[config.mk]
export PLATFORM = sky130hd
export DESIGN_NAME = sorted_timer_queue_core
export DESIGN_NICKNAME = d
export VERILOG_FILES = /design/src/rtl/core/stq_pkg.sv /design/src/rtl/core/stq_ram.sv /design/src/rtl/core/sorted_timer_queue_core.sv
export SDC_FILE = /design/constraint.sdc
export NUM_CORES = 2
export LEC_CHECK = 0
export BUFFER_PORTS_ARGS = -buffer_cell sky130_fd_sc_hd__buf_2
export CORE_MARGIN = 2
export CORE_UTILIZATION = 65
export DETAILED_ROUTE_END_ITERATION = 8
export PLACE_DENSITY = 0.88
export SLEW_MARGIN = 20
export SYNTH_ARGS = -nofsm -noshare
export SYNTH_HDL_FRONTEND = slang
export SYNTH_HIERARCHICAL = 1
export SYNTH_SLANG_ARGS = --single-unit
[constraint.sdc]
create_clock -name clk_i -period 17.45 [get_ports clk_i]
set_clock_uncertainty 0.15 [all_clocks]
set_input_delay 2.6175 -clock clk_i [delete_from_list [all_inputs] [get_ports clk_i]]
set_output_delay 2.6175 -clock clk_i [all_outputs]
set_load 0.05 [all_outputs]
[src/rtl/core/stq_pkg.sv]
package stq_pkg;

  // Operation codes carried on func.
  localparam logic [1:0] FUNC_ARM    = 2'd0;
  localparam logic [1:0] FUNC_CANCEL = 2'd1;
  localparam logic [1:0] FUNC_TICK   = 2'd2;

  // Result kinds.
  localparam logic KIND_CANCEL = 1'b0;
  localparam logic KIND_EXPIRY = 1'b1;

  // Upper bound of expiry notices per tick.
  localparam int unsigned MAX_NOTICES = 16;

  localparam int unsigned TIME_W  = 32;
  localparam int unsigned DELAY_W = 31;
  localparam int unsigned SLOT_W  = 4;

  // One slot entry as held in the slot memory.
  typedef struct packed {
    logic [TIME_W-1:0]  expiry;
    logic [DELAY_W-1:0] reload;
    logic [TIME_W-1:0]  stamp;
  } stq_entry_t;

endpackage

[src/rtl/core/stq_ram.sv]
module stq_ram #(
  parameter int unsigned WIDTH = 8,
  parameter int unsigned DEPTH = 16
) (
  input  logic                     clk_i,
  input  logic                     we_i,
  input  logic [$clog2(DEPTH)-1:0] waddr_i,
  input  logic [WIDTH-1:0]         wdata_i,
  input  logic [$clog2(DEPTH)-1:0] raddr_i,
  output logic [WIDTH-1:0]         rdata_o
);

  logic [WIDTH-1:0] mem_q [DEPTH];
  logic [WIDTH-1:0] rdata_q;

  always_ff @(posedge clk_i) begin
    if (we_i) begin
      mem_q[waddr_i] <= wdata_i;
    end
    rdata_q <= mem_q[raddr_i];
  end

  assign rdata_o = rdata_q;

endmodule

[src/rtl/core/sorted_timer_queue_core.sv]
// Operation: an arm needs no busy state; a cancel holds busy in S_CANCEL, and its reply
//   strobe is registered from that state. A tick holds busy for a due pass over all slots,
//   then one selection round per notice and a closing round, or S_FLUSH at MAX_NOTICES.
// Throughput: one item per busy period; the tick time is set by the slot memory read port,
//   which one compare unit walks once per pass; the receiver cannot stall results.
// Reset: rst_ni clears the tick count, stamp counter and active bits; slot memory is not reset.
module sorted_timer_queue_core
  import stq_pkg::*;
#(
  parameter int unsigned NUM_SLOTS = 16
) (
  input  logic               clk_i,
  input  logic               rst_ni,
  input  logic               start,
  output logic               busy,
  input  logic [1:0]         func_i,
  input  logic [SLOT_W-1:0]  slot_i,
  input  logic [DELAY_W-1:0] delay_i,
  input  logic [DELAY_W-1:0] reload_interval_i,
  output logic               result_valid_o,
  output logic               kind_o,
  output logic [SLOT_W-1:0]  slot_out_o,
  output logic               was_active_o,
  output logic [DELAY_W-1:0] remaining_o,
  output logic               last_o
);

  localparam int unsigned SW = $clog2(NUM_SLOTS);
  localparam int unsigned NW = $clog2(MAX_NOTICES + 1);
  localparam logic [SW-1:0] IDX_LAST = SW'(NUM_SLOTS - 1);

  typedef enum logic [2:0] {
    S_IDLE,
    S_CANCEL,
    S_DUE,
    S_DUE_END,
    S_SEL,
    S_SEL_END,
    S_PICK,
    S_FLUSH
  } state_e;

  state_e state_q;

  // Scan address and the check stage that sees the registered read data.
  logic [SW-1:0] idx_q;
  logic          chk_v_q;
  logic [SW-1:0] chk_idx_q;

  logic [NUM_SLOTS-1:0] active_q;
  logic [NUM_SLOTS-1:0] due_q;
  logic [TIME_W-1:0]    now_q;
  logic [TIME_W-1:0]    stamp_cnt_q;
  logic [SLOT_W-1:0]    slot_q;

  // Running best candidate of one selection round.
  logic               best_v_q;
  logic [SW-1:0]      best_idx_q;
  logic [TIME_W-1:0]  best_diff_q;
  logic [TIME_W-1:0]  best_stamp_q;
  logic [DELAY_W-1:0] best_reload_q;

  // A chosen slot waits here until the next round tells whether it is the last one.
  logic          pend_v_q;
  logic [SW-1:0] pend_idx_q;
  logic [NW-1:0] notice_cnt_q;

  logic               res_valid_q;
  logic               kind_q;
  logic [SLOT_W-1:0]  slot_out_q;
  logic               was_q;
  logic [DELAY_W-1:0] rem_q;
  logic               last_q;

  // Slot memory ports.
  logic          ram_we;
  logic [SW-1:0] ram_waddr;
  stq_entry_t    ram_wdata;
  logic [SW-1:0] ram_raddr;
  stq_entry_t    ram_rdata;

  logic              accept;
  logic              in_range_i;
  logic              in_range_q;
  logic [TIME_W-1:0] diff;
  logic              diff_le0;
  logic [TIME_W-1:0] stamp_diff;
  logic              better;
  logic              idx_at_last;
  logic              rearm;

  assign busy        = (state_q != S_IDLE);
  assign accept      = start && (state_q == S_IDLE);
  assign in_range_i  = (32'(slot_i) < NUM_SLOTS);
  assign in_range_q  = (32'(slot_q) < NUM_SLOTS);
  assign idx_at_last = (idx_q == IDX_LAST);
  assign rearm       = (state_q == S_PICK) && best_v_q && (best_reload_q != '0);

  // Shared compare unit: time left of the slot on the read port, and stamp order.
  assign diff       = ram_rdata.expiry - now_q;
  assign diff_le0   = diff[TIME_W-1] || (diff == '0);
  assign stamp_diff = ram_rdata.stamp - best_stamp_q;
  assign better     = !best_v_q
                   || ($signed(diff) < $signed(best_diff_q))
                   || ((diff == best_diff_q) && stamp_diff[TIME_W-1]);

  // Write port: a fresh arm from the input, or a reload re-arm of the picked slot.
  always_comb begin
    ram_we    = 1'b0;
    ram_waddr = best_idx_q;
    ram_wdata = '{expiry: now_q + {1'b0, best_reload_q},
                  reload: best_reload_q,
                  stamp:  stamp_cnt_q};
    if (accept && (func_i == FUNC_ARM) && in_range_i) begin
      ram_we    = 1'b1;
      ram_waddr = SW'(slot_i);
      ram_wdata = '{expiry: now_q + {1'b0, delay_i},
                    reload: reload_interval_i,
                    stamp:  stamp_cnt_q};
    end else if (rearm) begin
      ram_we = 1'b1;
    end
  end

  // Read port: the addressed slot for a cancel, else the scan address.
  assign ram_raddr = (state_q == S_IDLE) ? SW'(slot_i) : idx_q;

  stq_ram #(
    .WIDTH($bits(stq_entry_t)),
    .DEPTH(NUM_SLOTS)
  ) u_slot_ram (
    .clk_i  (clk_i),
    .we_i   (ram_we),
    .waddr_i(ram_waddr),
    .wdata_i(ram_wdata),
    .raddr_i(ram_raddr),
    .rdata_o(ram_rdata)
  );

  always_ff @(posedge clk_i or negedge rst_ni) begin
    if (!rst_ni) begin
      state_q       <= S_IDLE;
      idx_q         <= '0;
      chk_v_q       <= 1'b0;
      chk_idx_q     <= '0;
      active_q      <= '0;
      due_q         <= '0;
      now_q         <= '0;
      stamp_cnt_q   <= '0;
      slot_q        <= '0;
      best_v_q      <= 1'b0;
      best_idx_q    <= '0;
      best_diff_q   <= '0;
      best_stamp_q  <= '0;
      best_reload_q <= '0;
      pend_v_q      <= 1'b0;
      pend_idx_q    <= '0;
      notice_cnt_q  <= '0;
      res_valid_q   <= 1'b0;
      kind_q        <= KIND_CANCEL;
      slot_out_q    <= '0;
      was_q         <= 1'b0;
      rem_q         <= '0;
      last_q        <= 1'b0;
    end else begin
      res_valid_q <= 1'b0;
      chk_v_q     <= (state_q == S_DUE) || (state_q == S_SEL);
      chk_idx_q   <= idx_q;

      unique case (state_q)
        S_IDLE: begin
          if (start) begin
            slot_q <= slot_i;
            if (func_i == FUNC_ARM) begin
              // Re-arming an active slot simply overwrites its entry.
              if (in_range_i) begin
                active_q[SW'(slot_i)] <= 1'b1;
                stamp_cnt_q           <= stamp_cnt_q + 1'b1;
              end
            end else if (func_i == FUNC_CANCEL) begin
              state_q <= S_CANCEL;
            end else if (func_i == FUNC_TICK) begin
              now_q        <= now_q + 1'b1;
              idx_q        <= '0;
              pend_v_q     <= 1'b0;
              notice_cnt_q <= '0;
              state_q      <= S_DUE;
            end
          end
        end

        S_CANCEL: begin
          res_valid_q <= 1'b1;
          kind_q      <= KIND_CANCEL;
          slot_out_q  <= slot_q;
          last_q      <= 1'b1;
          if (in_range_q && active_q[SW'(slot_q)]) begin
            was_q                 <= 1'b1;
            // Clamp a passed expiry at zero.
            rem_q                 <= diff_le0 ? '0 : diff[DELAY_W-1:0];
            active_q[SW'(slot_q)] <= 1'b0;
          end else begin
            was_q <= 1'b0;
            rem_q <= '0;
          end
          state_q <= S_IDLE;
        end

        S_DUE: begin
          if (idx_at_last) begin
            state_q <= S_DUE_END;
          end else begin
            idx_q <= idx_q + 1'b1;
          end
        end

        S_DUE_END: begin
          idx_q    <= '0;
          best_v_q <= 1'b0;
          state_q  <= S_SEL;
        end

        S_SEL: begin
          if (idx_at_last) begin
            state_q <= S_SEL_END;
          end else begin
            idx_q <= idx_q + 1'b1;
          end
        end

        S_SEL_END: begin
          state_q <= S_PICK;
        end

        S_PICK: begin
          if (best_v_q) begin
            // Release the previous pick, which now is known not to be the last.
            if (pend_v_q) begin
              res_valid_q <= 1'b1;
              kind_q      <= KIND_EXPIRY;
              slot_out_q  <= SLOT_W'(pend_idx_q);
              was_q       <= 1'b0;
              rem_q       <= '0;
              last_q      <= 1'b0;
            end
            pend_v_q             <= 1'b1;
            pend_idx_q           <= best_idx_q;
            notice_cnt_q         <= notice_cnt_q + 1'b1;
            due_q[best_idx_q]    <= 1'b0;
            active_q[best_idx_q] <= rearm;
            if (rearm) begin
              stamp_cnt_q <= stamp_cnt_q + 1'b1;
            end
            idx_q    <= '0;
            best_v_q <= 1'b0;
            if (notice_cnt_q == NW'(MAX_NOTICES - 1)) begin
              state_q <= S_FLUSH;
            end else begin
              state_q <= S_SEL;
            end
          end else begin
            // Nothing more is due: the held pick closes the tick.
            if (pend_v_q) begin
              res_valid_q <= 1'b1;
              kind_q      <= KIND_EXPIRY;
              slot_out_q  <= SLOT_W'(pend_idx_q);
              was_q       <= 1'b0;
              rem_q       <= '0;
              last_q      <= 1'b1;
            end
            pend_v_q <= 1'b0;
            state_q  <= S_IDLE;
          end
        end

        S_FLUSH: begin
          res_valid_q <= 1'b1;
          kind_q      <= KIND_EXPIRY;
          slot_out_q  <= SLOT_W'(pend_idx_q);
          was_q       <= 1'b0;
          rem_q       <= '0;
          last_q      <= 1'b1;
          pend_v_q    <= 1'b0;
          state_q     <= S_IDLE;
        end

        default: begin
          state_q <= S_IDLE;
        end
      endcase

      // Due pass: mark armed slots whose expiry has been reached.
      if (chk_v_q && ((state_q == S_DUE) || (state_q == S_DUE_END))) begin
        due_q[chk_idx_q] <= active_q[chk_idx_q] && diff_le0;
      end

      // Selection pass: keep the earliest expiry, ties by older stamp.
      if (chk_v_q && ((state_q == S_SEL) || (state_q == S_SEL_END))) begin
        if (due_q[chk_idx_q] && better) begin
          best_v_q      <= 1'b1;
          best_idx_q    <= chk_idx_q;
          best_diff_q   <= diff;
          best_stamp_q  <= ram_rdata.stamp;
          best_reload_q <= ram_rdata.reload;
        end
      end
    end
  end

  assign result_valid_o = res_valid_q;
  assign kind_o         = kind_q;
  assign slot_out_o     = slot_out_q;
  assign was_active_o   = was_q;
  assign remaining_o    = rem_q;
  assign last_o         = last_q;

  // A cancel transfer is answered with a closing cancel reply registered from S_CANCEL.
  assert property (@(posedge clk_i) disable iff (!rst_ni)
    (start && !busy && (func_i == FUNC_CANCEL))
      |-> ##2 (result_valid_o && (kind_o == KIND_CANCEL) && last_o))
    else $error("cancel reply missing or malformed");

  // Results only follow a busy cycle.
  assert property (@(posedge clk_i) disable iff (!rst_ni)
    result_valid_o |-> $past(busy))
    else $error("result strobe without preceding work");

  // Notices per tick stay within bound.
  assert property (@(posedge clk_i) disable iff (!rst_ni)
    32'(notice_cnt_q) <= MAX_NOTICES)
    else $error("notice count overflow");

  // An expiry notice never carries cancel fields.
  assert property (@(posedge clk_i) disable iff (!rst_ni)
    (result_valid_o && (kind_o == KIND_EXPIRY)) |-> (!was_active_o && (remaining_o == '0)))
    else $error("expiry notice with cancel fields");

endmodule

== Yosys cells after proc, flatten, opt, wreduce, memory -nomap -nowiden ==
Memory sizes are Yosys's and may differ from the RTL's. A register that Yosys moved wholly into a read port is not among the register bits.
Index checks and enable logic that the tools add are counted.
Widths: inputs -> output; s select.
Word-level totals
  memory bits (writable): 1520
  memory bits (read-only): 0
  bits in registers: 261
  output and inout port bits: 40
  word-level logic and storage cells: 201
  latch bits: 0
  memories: 1
  input port bits: 71
Cells by class
  bitwise gates (word level): 7
  muxes and demuxes: 82
  equal/unequal tests: 25
  shift operators: 0
  $mul: 0
  reduce and logical (&&, ||, !) cells: 46
  $lt $le $gt $ge: 9
  add/subtract/negate cells: 8
  div/mod/pow operators: 0
Memories
  u_slot_ram.mem_q: depth 16, width 95, read ports 1, clocked after memory_dff 1, write ports 1, RTL line stq_ram.sv:13  | logic [WIDTH-1:0] mem_q [DEPTH];
Operators with widths (number)
  $mux 32: 4
  $mux 16: 7
  $mux 95: 1
  $mux 31: 3
  $pmux 31 s3: 1
  $add 32x1->32 const B: 2
  $add 32x31->32: 2
  $pmux 32 s2: 1
  $sub 32x32->32: 2
  $pmux 16 s3: 1
  $mux 4: 9
  $and 16x16->16: 2
  $bwmux 16: 2
  $eq 32x32->1: 1
  $logic_not 32->1: 1
  $lt 32x32->1: 1
  $not 16->16: 2
  $reduce_bool 31->1: 1
  $mux 5: 5
  $reduce_and 5->1: 5
  $mux 1: 24
  $mux 3: 7
  $pmux 3 s7: 1
  $lt 4x5->1 const B: 4
  other kinds (35): 88

== Longest topological paths before layout ==
  depth in word-level cells: 10
  depth in mapped cells: 24
  mapped depth without buffers: 22

== By module ==
Netlist, hierarchy kept.
Modules (own cells, without submodules)
  stq_ram: seq. area each 47545.6 um^2, cells an instance 2434, times used 1, area each 58693.8 um^2
  sorted_timer_queue_core: seq. area each 6531.3 um^2, cells an instance 1931, times used 1, area each 17677.0 um^2

== Worst setup path after synthesis ==
OpenSTA, ideal clock, no wires.
  path kind: input to register
  start: input port start
  end: memory u_slot_ram/mem_q[0][0] (netlist name), enable pin
  cell stages on the path: 8
  data required time: 16.635 ns
  buffers on the path: 2
  setup time: 0.665 ns
  arrival time: 10.332 ns
  slack: 6.303 ns
  path through: nand2_1 nor3_1 clkbuf_1 clkbuf_1 nand2_1 nand2_1 or3b_2 nor3_1
On the way
  elaborated cells on any way between the ends: 6
  those cells by class: mux (4); reduce/logical (2)
RTL lines
  start: declaration: RTL line sorted_timer_queue_core.sv:14  | input logic start,
  $logic_and 1x1->1: RTL line sorted_timer_queue_core.sv:93  | assign accept = start && (state_q == S_IDLE);
  $logic_and 1x1->1: RTL line sorted_timer_queue_core.sv:114  | if (accept && (func_i == FUNC_ARM) && in_range_i) begin
  $mux 4: RTL line sorted_timer_queue_core.sv:114
  named net ram_waddr[2]: RTL line sorted_timer_queue_core.sv:77  | logic [SW-1:0] ram_waddr;
  end: declaration: RTL line stq_ram.sv:13
The timed path passes the listed nets, and every way through them passes these cells.

== Worst setup path after layout ==
  start: register now_q[0]
  end: register best_reload_q[10]
On the way
  cells in the longest elaborated chain, start to end: 6
  elaborated cells on any way between the ends: 8
  those cells by class: add/sub (1); order compare (1); eq/ne (1); reduce/logical (5)
Ends and longest elaborated chain
  start: declaration: RTL line sorted_timer_queue_core.sv:52  | logic [TIME_W-1:0] now_q;
  start signal: assignment: RTL line sorted_timer_queue_core.sv:183  | now_q <= now_q + 1'b1;
  $sub 32x32->32 (*): RTL line sorted_timer_queue_core.sv:100  | assign diff = ram_rdata.expiry - now_q;
  named net diff[24]: RTL line sorted_timer_queue_core.sv:85  | logic [TIME_W-1:0] diff;
  $lt 32x32->1 / $eq 32x32->1 (equally long branches): RTL line sorted_timer_queue_core.sv:104, sorted_timer_queue_core.sv:105
  $logic_or 1x1->1 / $logic_and 1x1->1 (equally long branches): RTL line sorted_timer_queue_core.sv:104, sorted_timer_queue_core.sv:105
  $logic_or 1x1->1 (*): RTL line sorted_timer_queue_core.sv:105  | || ((diff == best_diff_q) && stamp_diff[TIME_W-1]);
  $logic_and 1x1->1 (*): RTL line sorted_timer_queue_core.sv:299  | if (due_q[chk_idx_q] && better) begin
  $reduce_and 2->1 (no line) (*)
  end signal: assignment: RTL line sorted_timer_queue_core.sv:304  | best_reload_q <= ram_rdata.reload;
  end: declaration: RTL line sorted_timer_queue_core.sv:61  | logic [DELAY_W-1:0] best_reload_q;
The timed path passes the listed nets; every way through them passes the cells marked *.
A chain may end at the register's enable or synchronous reset.

==> metrics <==
sequential share of power=39.2%; post-route minimum period=7930 ps; Total Nets Final=approximately 4700; Compound-Gate Fraction of Synth Area=5.70%; Internal Power=0.00954 W; CTS tree=done; Setup crit end kind=register; drt wl/cell=about 34 µm; multiplexer share of the synthesized area=13.5%; DRT antenna net count=0; DIE HEIGHT=347 µm; vias in the first global route=45874; ys async rst share=between 10% and 20%; largest net degree at the start of global routing=approximately 110; Gate power share=33.5%; Synth Area in Simple Gates=approximately 4.6%; IO Port Bufs=110; met1 Use GR=45.4%; kind of critical path=register to register; commonest non-fill, non-tap cells in the layout=edfxtp_1, mux4_2, nand2_1; P_sw=0.00509 W; hold_buf cts=0; Die Footprint=approximately 120000 µm²; drt total wl=209000 µm; Net Sw Frac=34.8%; CP delay by family, top=compound AO/OA/AOI/OAI gates; post-CTS setup buffers=0; GR Util All Layers=35.2%; Syn Area/Cell=17.5 µm²; startpoint class of the critical path=register; initial core utilization=65.6%; die width=347 µm; antenna violations before repair=9; total power=roughly 0.015 W; Post-Synth Adder-Cell Area=roughly 2.2%; worst slack, placed=9730 ps; Slowest Stage Delay on Critical Path=720 ps; area grow syn2layout=11.1%; share of cells above drive strength 1=around 22%; DRC=2; failing checks=design-rule violations; Ports=111; Worst EP required=18010 ps; met3 Resource Use GR=8.69%; Syn Nets=roughly 4600; Final Wtd Congestion=0.952; Worst path slowest cell=buf_4; buffers and inverters on the worst path=2; status=complete, but fails checks; H-tree Lvls=4; clock sinks=1876; Iter 0 DRT Violations=7142; leak pwr=just over 30 nW; worst skew pair latency=840 ps; Post-DP HPWL=107000 µm; setup_tns=0 ps; Inserted Clock Buffers=177; Post-synth EDFFs=1520; # setup viols final=0; Most common cell on crit path=nor2_1; Mapped Area=76400 µm²; GRT Max-Usage Layer=met2; final hold violation count=0; Avg Vias per Cell=roughly 7.2; GRT met2 Usage=55.8%; Hold Path Class=register to register; Syn Inst Count=between 4000 and 5000; commonest non-fill, non-tap cell in the layout=edfxtp_1; worst-margin pin slew=1240 ps; Reg clk slew, reported paths=around 70 ps; VDD IR max=between 0.00015 and 0.0002 V; PwrDens=172 nW/µm²; RSZ-0062 raised after global routing=no; GRT Residual Overflow=0; register area share after synthesis=between 70% and 80%; xor/xnor share of the synthesized area=1.31%; Arr. time, crit path=~8500 ps; final cell count without fillers=~6200; first-pass GRT wire length=306000 µm; fin. max-slew vios=0; DRT Pass-1 Iters=9; Synth Flop Type=edfxtp_1; unique cell type count in the Yosys netlist=84; Resized cells post-CTS=0; core area=116000 µm²; Rows=125; max_cap viols=0; worst rel slew slack=17.1%; clk buf depth=3; Tcrit/Tclk final=a little under half; FMAX=126 MHz; final critical-path setup slack=9520 ps; Synth Register Bits=1876; Max FO, Critical Path=45; YS warnings=6; vias=44726; critical path cell sequence=ha_1 > fa_1 > nor2b_1 > o31ai_4 > a211oi_2 > a21bo_1 > nor2_1 > o21ai_1 > a21oi_1 > nor2_1 > xor2_1 > ha_1 > and3_1 > nand3_1 > nor2_1 > a2111oi_0 > a211o_1 > nand2_1 > o311a_1 > a31oi_4 > buf_4 > buf_4 > mux2_2; clock network power share=a little over a quarter; Root Driver=clkbuf_16; Post-Place Cells=5864; largest family of logic cells by synthesized area=multiplexers
==> state kept, by name, summed over array words and instances (netlist names), 5 cells and up <==
name / count
u_slot_ram/mem_q: 1520
u_slot_ram/rdata_o: 95
best_diff_q: 32
best_stamp_q: 32
now_q: 32
stamp_cnt_q: 32
best_reload_q: 31
remaining_o: 31
active_q: 16
due_q: 16
notice_cnt_q: 5
==> layer usage <==
layer | share of wire [%] | vias to the layer above
met3 | 13 | 810
met5 | 0.076 | -
met2 | 48 | 3766
li1 | - | 17620
met4 | 6.3 | 8
met1 | 33 | 22522
==> worst reg2reg max path, cell delays in order, from the launching register on <==
cell and delay [ps]:
dfrtp_1 440, ha_1 260, fa_1 400, nor2b_1 260
o31ai_4 110, a211oi_2 430, a21bo_1 200, nor2_1 70
o21ai_1 400, a21oi_1 120, nor2_1 130, xor2_1 530
ha_1 360, and3_1 150, nand3_1 120, nor2_1 60
a2111oi_0 450, a211o_1 230, nand2_1 60, o311a_1 380
a31oi_4 540, buf_4 670, buf_4 750, mux2_2 570
==> final timing paths <==
path,from,to,slack [ps],cells after the start
min reg2reg,idx_q[3],chk_idx_q[3],310,0
max in group asynchronous,rst_ni,best_stamp_q[24],13220,3
min in group asynchronous,rst_ni,slot_q[0],1650,1
max reg2reg,now_q[0],best_reload_q[10],9520,23
max,now_q[0],best_reload_q[10],9520,23
min,idx_q[3],chk_idx_q[3],310,0
==> cell type report <==
type                       count  area (µm²)
antenna                        6        15.0
clock buffer                 252        5090
multi-input combinational   2162       21200
timing repair buffer         182        1150
inverter                     121         454
fill                        6169       31500
sequential                  1876       54100
tap                         1524        1910
clock inverter                81         920
==> cell families after synthesis <==
logic type | Yosys count
multiplexers | 524
adder cells (fa/ha/maj) | 131
AND/OR/NAND/NOR | 765
flip-flops | 1876
AO/OA/AOI/OAI | 628
buffers and inverters | 327
XOR/XNOR | 114
==> power groups by stage <==
stage	clock, W	combinational (W)	sequential [W]
floorplan	0	0.00330	0.00576
global placement	0	0.00446	0.00577
detailed placement	0	0.00462	0.00580
CTS	0.00400	0.00478	0.00572
global route	0.00416	0.00518	0.00575
finish	0.00399	0.00491	0.00574
==> per-stage QoR <==
step,hold WS [ps],util [%],instance area [µm²]
final,314,72.9,84800
after global routing,326,72.9,84800
after CTS,309,72.7,84600
after detailed placement,275,67.6,78600
after global placement,284,67.6,78600
after floorplan,255,-,76400
==> synthesized netlist by cell type (all sizes together) (6+ instances only) <==
library cell  number  area share [%]
a211oi             6           0.066
a21o              43            0.42
a21oi            113            0.74
a22o              33            0.38
a22oi            192             1.9
a31oi             27            0.22
a41oi             11            0.13
and2              14            0.11
and3              22            0.18
buf               71            0.64
clkbuf           135            0.66
dfrtp            261             8.6
dfxtp             95             2.5
edfxtp          1520              60
ha               129             2.1
inv              121            0.59
mux2             104             1.5
mux2i             25            0.33
mux4             395              12
nand2            372             1.8
nand2b            22            0.18
nand3             55            0.37
nand3b             6           0.059
nand4             43            0.37
nor2             123            0.60
nor2b             24            0.20
nor3              34            0.22
nor4              16            0.13
o211ai             8           0.079
o21a              14            0.14
o21ai            105            0.69
o21bai             7           0.069
o31ai             23            0.31
or2               10           0.082
or3                6           0.049
xnor2             87             1.0
xor2              27            0.31
Note: power is estimated with default switching activity, not from simulation.
